## src/rtl/signed_int_to_decimal_ascii_defines.svh

```systemverilog
// Assertion macros for the signed integer to decimal text converter.
// Included by the top level; no other dependencies.
`ifndef SIGNED_INT_TO_DECIMAL_ASCII_DEFINES_SVH
`define SIGNED_INT_TO_DECIMAL_ASCII_DEFINES_SVH
`ifndef SYNTHESIS
// Same-cycle implication under an active-low reset.
`define SIDA_ASSERT_IMP(label, clk, rst_n, ante, cons) \
    label: assert property (@(posedge clk) disable iff (!rst_n) (ante) |-> (cons)) \
        else $error("assertion failed: same-cycle implication");
// Next-cycle implication under an active-low reset.
`define SIDA_ASSERT_NXT(label, clk, rst_n, ante, cons) \
    label: assert property (@(posedge clk) disable iff (!rst_n) (ante) |=> (cons)) \
        else $error("assertion failed: next-cycle implication");
`else
`define SIDA_ASSERT_IMP(label, clk, rst_n, ante, cons)
`define SIDA_ASSERT_NXT(label, clk, rst_n, ante, cons)
`endif
`endif

```

## src/rtl/sida_pkg.sv

```systemverilog
// Shared types and constants for the signed integer to decimal text converter.
// No dependencies.
`timescale 1ns / 1ps

package sida_pkg;

    // ASCII codes used on the output.
    localparam logic [7:0] CH_ZERO  = 8'h30;
    localparam logic [7:0] CH_NINE  = 8'h39;
    localparam logic [7:0] CH_MINUS = 8'h2D;

    // Commands from the controller to the datapath.
    typedef struct packed {
        logic load;        // Capture a new value and clear the digit register.
        logic dabble;      // One shift-and-add-3 step of the binary to BCD conversion.
        logic shift_digit; // Drop the leading digit and move the next one up.
        logic sel_sign;    // Present the minus sign instead of a digit.
    } sida_cmd_t;

    // Status from the datapath to the controller.
    typedef struct packed {
        logic conv_last;   // The current dabble step is the final one.
        logic top_zero;    // The leading digit is zero.
        logic last_digit;  // Only one digit remains.
        logic negative;    // The captured value is negative.
    } sida_status_t;

endpackage

```

## src/rtl/sida_datapath.sv

```systemverilog
// Datapath: magnitude register, BCD digit register, step and digit counters.
// Depends on sida_pkg.
`timescale 1ns / 1ps

module sida_datapath
    import sida_pkg::*;
#(
    parameter int VALUE_BITS = 32
) (
    input  logic                  clk,
    input  logic                  rst_n,
    input  logic [VALUE_BITS-1:0] value,
    input  sida_cmd_t             cmd,
    output sida_status_t          status,
    output logic [7:0]            char_out,
    output logic                  last_char
);

    // Enough decimal digits for any VALUE_BITS-bit unsigned magnitude.
    localparam int DIGITS      = ((VALUE_BITS * 1233) >> 12) + 1;
    localparam int BCD_W       = DIGITS * 4;
    localparam int BIT_CNT_W   = $clog2(VALUE_BITS);
    localparam int DIGIT_CNT_W = $clog2(DIGITS + 1);

    logic [VALUE_BITS-1:0]  mag_reg, mag_next;
    logic [BCD_W-1:0]       bcd_reg, bcd_next;
    logic                   neg_reg, neg_next;
    logic [BIT_CNT_W-1:0]   bit_cnt_reg, bit_cnt_next;
    logic [DIGIT_CNT_W-1:0] digit_cnt_reg, digit_cnt_next;
    logic [BCD_W-1:0]       bcd_adj;
    logic [3:0]             top_digit;

    // Add 3 to every digit of 5 or more before the shift; digits are independent.
    always_comb
    begin
        for (int d = 0; d < DIGITS; d++)
        begin
            if (bcd_reg[d*4 +: 4] >= 4'd5)
                bcd_adj[d*4 +: 4] = bcd_reg[d*4 +: 4] + 4'd3;
            else
                bcd_adj[d*4 +: 4] = bcd_reg[d*4 +: 4];
        end
    end

    // Next-state selection for the datapath registers.
    always_comb
    begin
        mag_next       = mag_reg;
        bcd_next       = bcd_reg;
        neg_next       = neg_reg;
        bit_cnt_next   = bit_cnt_reg;
        digit_cnt_next = digit_cnt_reg;
        if (cmd.load)
        begin
            neg_next       = value[VALUE_BITS-1];
            mag_next       = value[VALUE_BITS-1] ? (~value + 1'b1) : value;
            bcd_next       = '0;
            bit_cnt_next   = '0;
            digit_cnt_next = DIGIT_CNT_W'(DIGITS);
        end
        else if (cmd.dabble)
        begin
            bcd_next     = {bcd_adj[BCD_W-2:0], mag_reg[VALUE_BITS-1]};
            mag_next     = {mag_reg[VALUE_BITS-2:0], 1'b0};
            bit_cnt_next = bit_cnt_reg + 1'b1;
        end
        else if (cmd.shift_digit)
        begin
            bcd_next       = {bcd_reg[BCD_W-5:0], 4'd0};
            digit_cnt_next = digit_cnt_reg - 1'b1;
        end
    end

    // Control counters are reset; the payload registers are not.
    always_ff @(posedge clk or negedge rst_n)
    begin
        if (!rst_n)
        begin
            bit_cnt_reg   <= '0;
            digit_cnt_reg <= '0;
        end
        else
        begin
            bit_cnt_reg   <= bit_cnt_next;
            digit_cnt_reg <= digit_cnt_next;
        end
    end

    always_ff @(posedge clk)
    begin
        mag_reg <= mag_next;
        bcd_reg <= bcd_next;
        neg_reg <= neg_next;
    end

    // Status and the character word.
    assign top_digit         = bcd_reg[BCD_W-1 -: 4];
    assign status.conv_last  = (bit_cnt_reg == BIT_CNT_W'(VALUE_BITS - 1));
    assign status.top_zero   = (top_digit == 4'd0);
    assign status.last_digit = (digit_cnt_reg == DIGIT_CNT_W'(1));
    assign status.negative   = neg_reg;
    assign char_out          = cmd.sel_sign ? CH_MINUS : (CH_ZERO | {4'd0, top_digit});
    assign last_char         = !cmd.sel_sign && status.last_digit;

endmodule

```

## src/rtl/sida_controller.sv

```systemverilog
// Controller state machine: sequences capture, conversion, zero skipping and output.
// Depends on sida_pkg.
`timescale 1ns / 1ps

module sida_controller
    import sida_pkg::*;
(
    input  logic         clk,
    input  logic         rst_n,
    input  logic         in_valid,
    output logic         in_ready,
    output logic         out_valid,
    input  logic         out_ready,
    input  sida_status_t status,
    output sida_cmd_t    cmd
);

    typedef enum logic [2:0] {
        ST_IDLE,
        ST_CONV,
        ST_SKIP,
        ST_SIGN,
        ST_EMIT
    } state_t;

    state_t state_reg, state_next;
    logic   ready_reg, ready_next;
    logic   valid_reg, valid_next;

    // Next state and commands.
    always_comb
    begin
        state_next = state_reg;
        cmd        = '0;
        unique case (state_reg)
            ST_IDLE:
            begin
                if (in_valid)
                begin
                    cmd.load   = 1'b1;
                    state_next = ST_CONV;
                end
            end
            ST_CONV:
            begin
                cmd.dabble = 1'b1;
                if (status.conv_last)
                    state_next = ST_SKIP;
            end
            ST_SKIP:
            begin
                if (status.top_zero && !status.last_digit)
                    cmd.shift_digit = 1'b1;
                else if (status.negative)
                    state_next = ST_SIGN;
                else
                    state_next = ST_EMIT;
            end
            ST_SIGN:
            begin
                cmd.sel_sign = 1'b1;
                if (out_ready)
                    state_next = ST_EMIT;
            end
            ST_EMIT:
            begin
                if (out_ready)
                begin
                    if (status.last_digit)
                        state_next = ST_IDLE;
                    else
                        cmd.shift_digit = 1'b1;
                end
            end
            default:
            begin
                state_next = ST_IDLE;
            end
        endcase
        ready_next = (state_next == ST_IDLE);
        valid_next = (state_next == ST_SIGN) || (state_next == ST_EMIT);
    end

    // State and registered handshake outputs.
    always_ff @(posedge clk or negedge rst_n)
    begin
        if (!rst_n)
        begin
            state_reg <= ST_IDLE;
            ready_reg <= 1'b1;
            valid_reg <= 1'b0;
        end
        else
        begin
            state_reg <= state_next;
            ready_reg <= ready_next;
            valid_reg <= valid_next;
        end
    end

    assign in_ready  = ready_reg;
    assign out_valid = valid_reg;

endmodule

```

## src/rtl/signed_int_to_decimal_ascii.sv

```systemverilog
// Top level of the signed integer to decimal ASCII text converter.
// Depends on sida_pkg, sida_controller, sida_datapath and the defines header.
//
//   Channel   Direction  Word
//   s_axis    in         tdata: value (VALUE_BITS bits, signed), padded to bytes, padding ignored
//   m_axis    out        tdata: char_out (8 bits); tlast: last_char
//
// One word is accepted, converted by VALUE_BITS shift-and-add-3 steps, has its
// leading zero digits skipped in the skip state, then has its characters emitted.
// Skipped zeros and digits always total ten for 32 bits, with a leading minus
// sign emitted first when the value is negative.
// Reset clears the controller and counters only; no memory needs clearing.
// A stall on the output holds the current character; no new word is taken until
// the last character of the current one has been delivered.
`timescale 1ns / 1ps
`include "signed_int_to_decimal_ascii_defines.svh"

module signed_int_to_decimal_ascii
    import sida_pkg::*;
#(
    parameter int VALUE_BITS = 32
) (
    input  logic                                  clk,
    input  logic                                  rst_n,
    input  logic                                  s_tvalid,
    output logic                                  s_tready,
    input  logic [((VALUE_BITS + 7) / 8) * 8-1:0] s_tdata,  // [VALUE_BITS-1:0] value
    output logic                                  m_tvalid,
    input  logic                                  m_tready,
    output logic [7:0]                            m_tdata,  // [7:0] char_out
    output logic                                  m_tlast
);

    sida_cmd_t    cmd;
    sida_status_t status;

    // Sequencer.
    sida_controller u_ctrl (
        .clk       (clk),
        .rst_n     (rst_n),
        .in_valid  (s_tvalid),
        .in_ready  (s_tready),
        .out_valid (m_tvalid),
        .out_ready (m_tready),
        .status    (status),
        .cmd       (cmd)
    );

    // Conversion registers.
    sida_datapath #(
        .VALUE_BITS (VALUE_BITS)
    ) u_dp (
        .clk       (clk),
        .rst_n     (rst_n),
        .value     (s_tdata[VALUE_BITS-1:0]),
        .cmd       (cmd),
        .status    (status),
        .char_out  (m_tdata),
        .last_char (m_tlast)
    );

    // Input and output sides are never open at the same time.
    `SIDA_ASSERT_IMP(a_ready_excl_valid, clk, rst_n, s_tready, !m_tvalid)
    // Delivering the final character returns the block to accepting input.
    `SIDA_ASSERT_NXT(a_last_frees_input, clk, rst_n, m_tvalid && m_tready && m_tlast, s_tready)
    // A captured word needs conversion before any character appears.
    `SIDA_ASSERT_NXT(a_accept_then_busy, clk, rst_n, s_tvalid && s_tready, !m_tvalid && !s_tready)
    // Every character is a minus sign or a decimal digit.
    `SIDA_ASSERT_IMP(a_char_legal, clk, rst_n, m_tvalid,
        (m_tdata == CH_MINUS) || ((m_tdata >= CH_ZERO) && (m_tdata <= CH_NINE)))

endmodule

```

## config.mk

```make
export PLATFORM = sky130hd
export DESIGN_NAME = signed_int_to_decimal_ascii
export DESIGN_NICKNAME = d
export VERILOG_FILES = /design/src/rtl/sida_pkg.sv /design/src/rtl/sida_datapath.sv /design/src/rtl/sida_controller.sv /design/src/rtl/signed_int_to_decimal_ascii.sv
export VERILOG_INCLUDE_DIRS = /design/src /design/src/rtl
export SDC_FILE = /design/constraint.sdc
export NUM_CORES = 1
export LEC_CHECK = 0
export ABC_AREA = 1
export ABC_CLOCK_PERIOD_IN_PS = 3400
export BUFFER_PORTS_ARGS = -buffer_cell sky130_fd_sc_hd__buf_4
export CORE_ASPECT_RATIO = 1.1
export CORE_MARGIN = 2
export CORE_UTILIZATION = 40
export CTS_CLUSTER_SIZE = 20
export DETAILED_ROUTE_END_ITERATION = 10
export MAX_ROUTING_LAYER = met4
export PLACE_DENSITY = 0.68
export SKIP_CTS_REPAIR_TIMING = 1
export SYNTH_ARGS = -nofsm -noshare
export SYNTH_HDL_FRONTEND = slang
export SYNTH_SLANG_ARGS = --single-unit
```

## constraint.sdc

```tcl
create_clock -name clk -period 3.4 [get_ports clk]
set_input_delay 0.17 -clock clk [delete_from_list [all_inputs] [get_ports clk]]
set_output_delay 0.17 -clock clk [all_outputs]
set_load 0.02 [all_outputs]
```

**Word level (Yosys, flattened, before mapping)**

Cells that the tools add are included.

- Register bits: 87

- Add/sub/neg operators: 13
- $lt $le $gt $ge: 10
- Equality and inequality tests: 9
- Multiplexer cells: 37
- Bitwise logic cells: 1
- Reductions and logical operators: 12

Operators by type and width:

| cell | count |
|---|---|
| 2-to-1 mux 32 bit | 3 |
| 2-to-1 mux 40 bit | 2 |
| 2-to-1 mux 4 bit | 12 |
| greater-or-equal comparator 4 x 3 -> 1 bit, second input constant | 10 |
| adder 4 x 2 -> 4 bit, second input constant | 9 |
| adder 32 x 1 -> 32 bit, second input constant | 1 |
| NOT 32 bit | 1 |
| 2-to-1 mux 3 bit | 8 |
| 2-to-1 mux 5 bit | 3 |
| one-hot mux 3 bit (5 select lines) | 1 |
| equality test 3 x 2 -> 1 bit, second input constant | 3 |
| 2-to-1 mux 1 bit | 7 |
| equality test 3 bit, second input constant | 2 |
| logical NOT 3 bit | 2 |
| nonzero test 2 bit | 3 |
| adder 5 x 1 -> 5 bit, second input constant | 1 |
| equality test 5 bit, second input constant | 1 |
| equality test 4 x 1 -> 1 bit, second input constant | 1 |
| logical NOT 4 bit | 1 |
| subtractor 4 x 1 -> 4 bit, second input constant | 1 |
| adder 3 x 2 -> 3 bit, second input constant | 1 |
| equality test 3 x 1 -> 1 bit, second input constant | 1 |
| logical AND 1 bit | 2 |
| logical NOT 1 bit | 2 |
| 4 further kinds | 4 |

**Logic depth before layout (Yosys ltp)**

- Word-level depth: 8
- Gate-level depth with buffers: 12
- Depth with buffers taken out: 12

**Hierarchy**

From an unflattened synthesis, not the netlist that was laid out.

- Cells, all modules: 760
- Area total of the unflattened synthesis: 5635.4 µm²

By module, submodules not included:

| module | instances | cells an instance | area each (µm²) | sequential area each (µm²) |
|---|---|---|---|---|
| sida_datapath | 1 | 719 | 5315.1 | 2016.9 |
| sida_controller | 1 | 41 | 320.3 | 126.4 |

**Least setup slack after synthesis**

Ideal clock, no wire load.

- Path type: reg2reg
- From: reg u_ctrl.state_reg[2]
- To: reg u_dp.mag_reg[0] (enable)
- Library setup time: 0.389 ns
- Arrival: 1.798 ns
- Data required time: 3.011 ns
- Path slack: 1.213 ns
- Stages on the path, launching flop included: 8
- Path buffers: 2
- Cells stage by stage: dfrtp_1 > inv_2 > nand2_2 > nor2_8 > inv_2 > buf_2 > clkbuf_1 > nand2_1

- Longest elaborated chain between the ends: 3
- Elaborated cells on any way between the ends: 5
- Classes of those cells: eq/ne: 1; mux: 2; reduce/logical: 2

Ends and longest elaborated chain:

| item | line | text |
|---|---|---|
| from (decl) | sida_controller.sv:26 | `state_t state_reg, state_next;` |
| from (signal assigned) | sida_controller.sv:95 | `state_reg <= state_next;` |
| equality test 3 x 1 -> 1 bit or logical NOT 3 bit (tied branches) | sida_controller.sv:35 | `unique case (state_reg)` |
| 2-to-1 mux 1 bit | sida_controller.sv:35 |  |
| nonzero test 2 bit (no source line) * | n/a |  |
| to (signal assigned) | sida_datapath.sv:91 | `mag_reg <= mag_next;` |
| to (decl) | sida_datapath.sv:25 | `logic [VALUE_BITS-1:0] mag_reg, mag_next;` |

Mark *: on every way between the ends. The rest lies on a longest branch, timed or not.
A chain may end at the register's enable or synchronous reset.

**Worst setup path in the final report**

- From: reg u_ctrl.state_reg[0]
- To: reg u_dp.bcd_reg[12]

- Longest elaborated chain between the ends: 3
- Elaborated cells on any way between the ends: 9
- Classes of those cells: eq/ne: 3; mux: 4; reduce/logical: 2

Ends and longest elaborated chain:

| item | line | text |
|---|---|---|
| equality test 3 bit, or another cell as far along | sida_controller.sv:35 |  |
| one-hot mux 1 bit (2 select lines) or 2-to-1 mux 1 bit (tied branches) | sida_controller.sv:35 |  |
| nonzero test 2 bit (no source line) or 2-to-1 mux 40 bit (tied branches) | n/a |  |
| to (signal assigned) | sida_datapath.sv:92 | `bcd_reg <= bcd_next;` |
| to (decl) | sida_datapath.sv:26 | `logic [BCD_W-1:0] bcd_reg, bcd_next;` |

Parallel ways exist; a longest one is shown, timed or not.

==> metrics <==
final hold violation count 0; post-layout min period 2.26 ns; Rel. slew slack 59.5%; Die X around 120 microns; Cells after Synth around 800; post-detailed-route count of antenna-violating nets 0; clock power share 16.5%; Core Box Area 13900 sq um; gpl congestion about 0.83; Area Overhead vs Synth 12.6%; # clock sinks 87; hold_sp m_tready; Max IR drop VDD around 320 uV; vias in the first global route 4591; crit path max fanout 37; Hold Crit Depth 3; # setup viols final 0; Avg Cell Area, Syn between 7 and 8 sq um; via count 5127; layout cells sized above 1 9.94%; Ys Warns 0; TritonCTS Buffers 9; Worst setup EP type flip-flop; Yosys cell types slightly above 40; max reg flops 40; P_int 3.35 mW; register area share after synthesis 37.7%; row count 45; initial antenna violation count 0; RR Startpoint u_ctrl.state_reg[0]$_DFF_PN0_; overall power 5.85 mW; die height ~130 microns; number of synthesized flops with an enable pin 33; peak per-stage delay on the critical path 0.58 ns; Slowest cell on crit path nor2_4; Fmax 0.442 GHz; Ant. Diodes 0; Worst Path Arrival 2.53 ns; Crit Path Class flip-flop to flip-flop; cell area after synthesis 5680 sq um; RSZ-0062 raised after global routing no; status complete, no violations; share of flip-flops with an asynchronous set or reset 16.1%; Static Leak between 2 and 3 nW; Pins Over Slew Limit 0; WP data required 3.67 ns; Pwr Density 914 nW/um^2; clk_lat worst skew 0.34 ns; total negative setup slack 0 ns; All-Layer GR Usage approximately 18%; Worst Setup SP u_ctrl.state_reg[0]$_DFF_PN0_; nets 892; global-route wire length before repair 21400 microns; fillcell total 1430; P_sw 2.50 mW; crit path launch type flip-flop; die area 15200 sq um; sw frac 42.7%; Via density ~5.0; final WL 12600 microns; First-pass DRT Iterations 5; I/O pin cnt 47; clock-pin slew on the worst setup and hold paths 0.06 ns; CTS tree built; clk buf depth 2; worst hold-check path type input pin to flip-flop; Gate power share 47.6%; Root Driver clkbuf_16; 1st-iter DRT viols between 400 and 500; Clock Skews 0.00435 ns; Max-Cap Viols 0; DR DRC count 0; H-tree levels 3; IO buf count 43; grt ovf 0; #FFs+latches synth 87; Tightest Pin Transition 0.605 ns; reg2reg path depth 7; sequential share of power 35.9%; Main synth FF type dfxtp_1; fin crit share 66.6%; crit path cell chain inv_1, nor2_1, nand2_2, inv_4, nor2_4, o21ai_0, a21oi_1; HPWL after DPL 8650 microns; initial core utilization 41.0%; largest net degree at the start of global routing 66; WL/cell 12.3 microns
[layout make-up]
cell class | instances | area, sq um | area share (%)
flip-flops and latches | 87 | 2140 | 33.5
well taps | 188 | 235 | 3.68
multi-input cells | 597 | 3040 | 47.5
clock inverters | 7 | 63.8 | 0.998
inverters | 88 | 333 | 5.20
repair buffers | 47 | 355 | 5.56
clock buffers | 9 | 225 | 3.52
[metal layers]
layer / vias up / GRT usage [%] / part of all wire, %
met5: - / - / 0
met4: 0 / 6.80 / 1.4
met3: 13 / 2.30 / 3.7
met2: 100 / 26.9 / 45
met1: 2295 / 23.8 / 50
li1: 2719 / - / -
[cell families after synthesis]
| kind of cell | share of synthesized area, % |
|---|---|
| and+or+nand+nor | 27.3 |
| AOI/OAI and AO/OA | 17.2 |
| buffers and inverters | 8.85 |
| DFF | 37.7 |
| adders and majority gates | 5.73 |
| xor gates and xnor gates | 3.08 |
| other | 0.132 |
[final timing paths]
kind | endpoint | slack [ns]
worst max-delay path | u_dp.bcd_reg[12]$_SDFFE_PP0P_ | 1.14
worst min-delay path | u_ctrl.out_valid$_DFF_PN0_ | 0.14
worst max register to register | u_dp.bcd_reg[12]$_SDFFE_PP0P_ | 1.14
worst min register to register | u_dp.bcd_reg[0]$_SDFFE_PP0P_ | 0.46
max in group asynchronous | u_ctrl.in_ready$_DFF_PN1_ | 2.94
min in group asynchronous | u_ctrl.out_valid$_DFF_PN0_ | 0.22
[cells in the mapped netlist, types with 6 or more instances]
cell / number / area, sq um
a21oi_1: 48 / 240
a22oi_1: 7 / 52.6
buf_1: 6 / 22.5
buf_2: 10 / 50.1
buf_4: 8 / 60.1
clkbuf_1: 7 / 26.3
dfrtp_1: 13 / 325
dfxtp_1: 40 / 801
edfxtp_1: 33 / 991
ha_1: 26 / 325
inv_1: 82 / 308
nand2_1: 176 / 661
nand3_1: 63 / 315
nand4_1: 7 / 43.8
nor2_1: 94 / 353
o21ai_0: 103 / 515
o21ai_1: 12 / 60.1
xor2_1: 17 / 149
[power groups by stage]
| stage | Combinational (mW) | Sequential, mW | Clock [mW] |
|---|---|---|---|
| 2_1_floorplan | 2.28 | 2.01 | 0 |
| 3_3_place_gp | 2.71 | 2.10 | 0 |
| 3_5_place_dp | 2.77 | 2.11 | 0 |
| 4_1_cts | 2.79 | 2.09 | 0.988 |
| 5_1_grt | 3.26 | 2.17 | 1.03 |
| 6_report | 2.79 | 2.10 | 0.963 |
[layout by cell type (no fill, tap or decap), drive strengths merged]
cell,instances
dfxtp,40
clkinv,3
a22oi,7
nand3b,2
buf,46
o21bai,1
bufinv,1
or2,4
nor3,3
clkbuf,9
o22ai,4
dfrtp,13
o21ai,115
nor2,101
o211ai,3
inv,88
dfstp,1
ha,26
edfxtp,33
nand4,8
a21oi,48
a31oi,5
o31ai,2
clkinvlp,3
conb,3
xor2,17
nand3,63
o2111ai,1
dlygate4sd3,1
nand2,181
xnor2,3
[worst max-delay path: cells and delay by family, from the launching register on]
kind,cells,cell delay (ns)
AOI/OAI and AO/OA,2,0.32
buffers and inverters,2,0.39
DFF,1,0.38
and+or+nand+nor,3,1.09
[through the flow]
step                instance area [sq um]  cells  worst slack, ns  hold WS, ns  utilization, %
floorplan                            5690    804             1.21       -0.126               -
global placement                     6100   1006             1.17       0.0290            44.0
detailed placement                   6100   1006             1.15       0.0315            44.0
CTS                                  6380   1022             1.13       -0.335            46.1
global route                         6390   1023            0.921        0.145            46.2
finish                               6390   1023             1.14        0.143            46.2
Power figures use the tool's default switching activity.
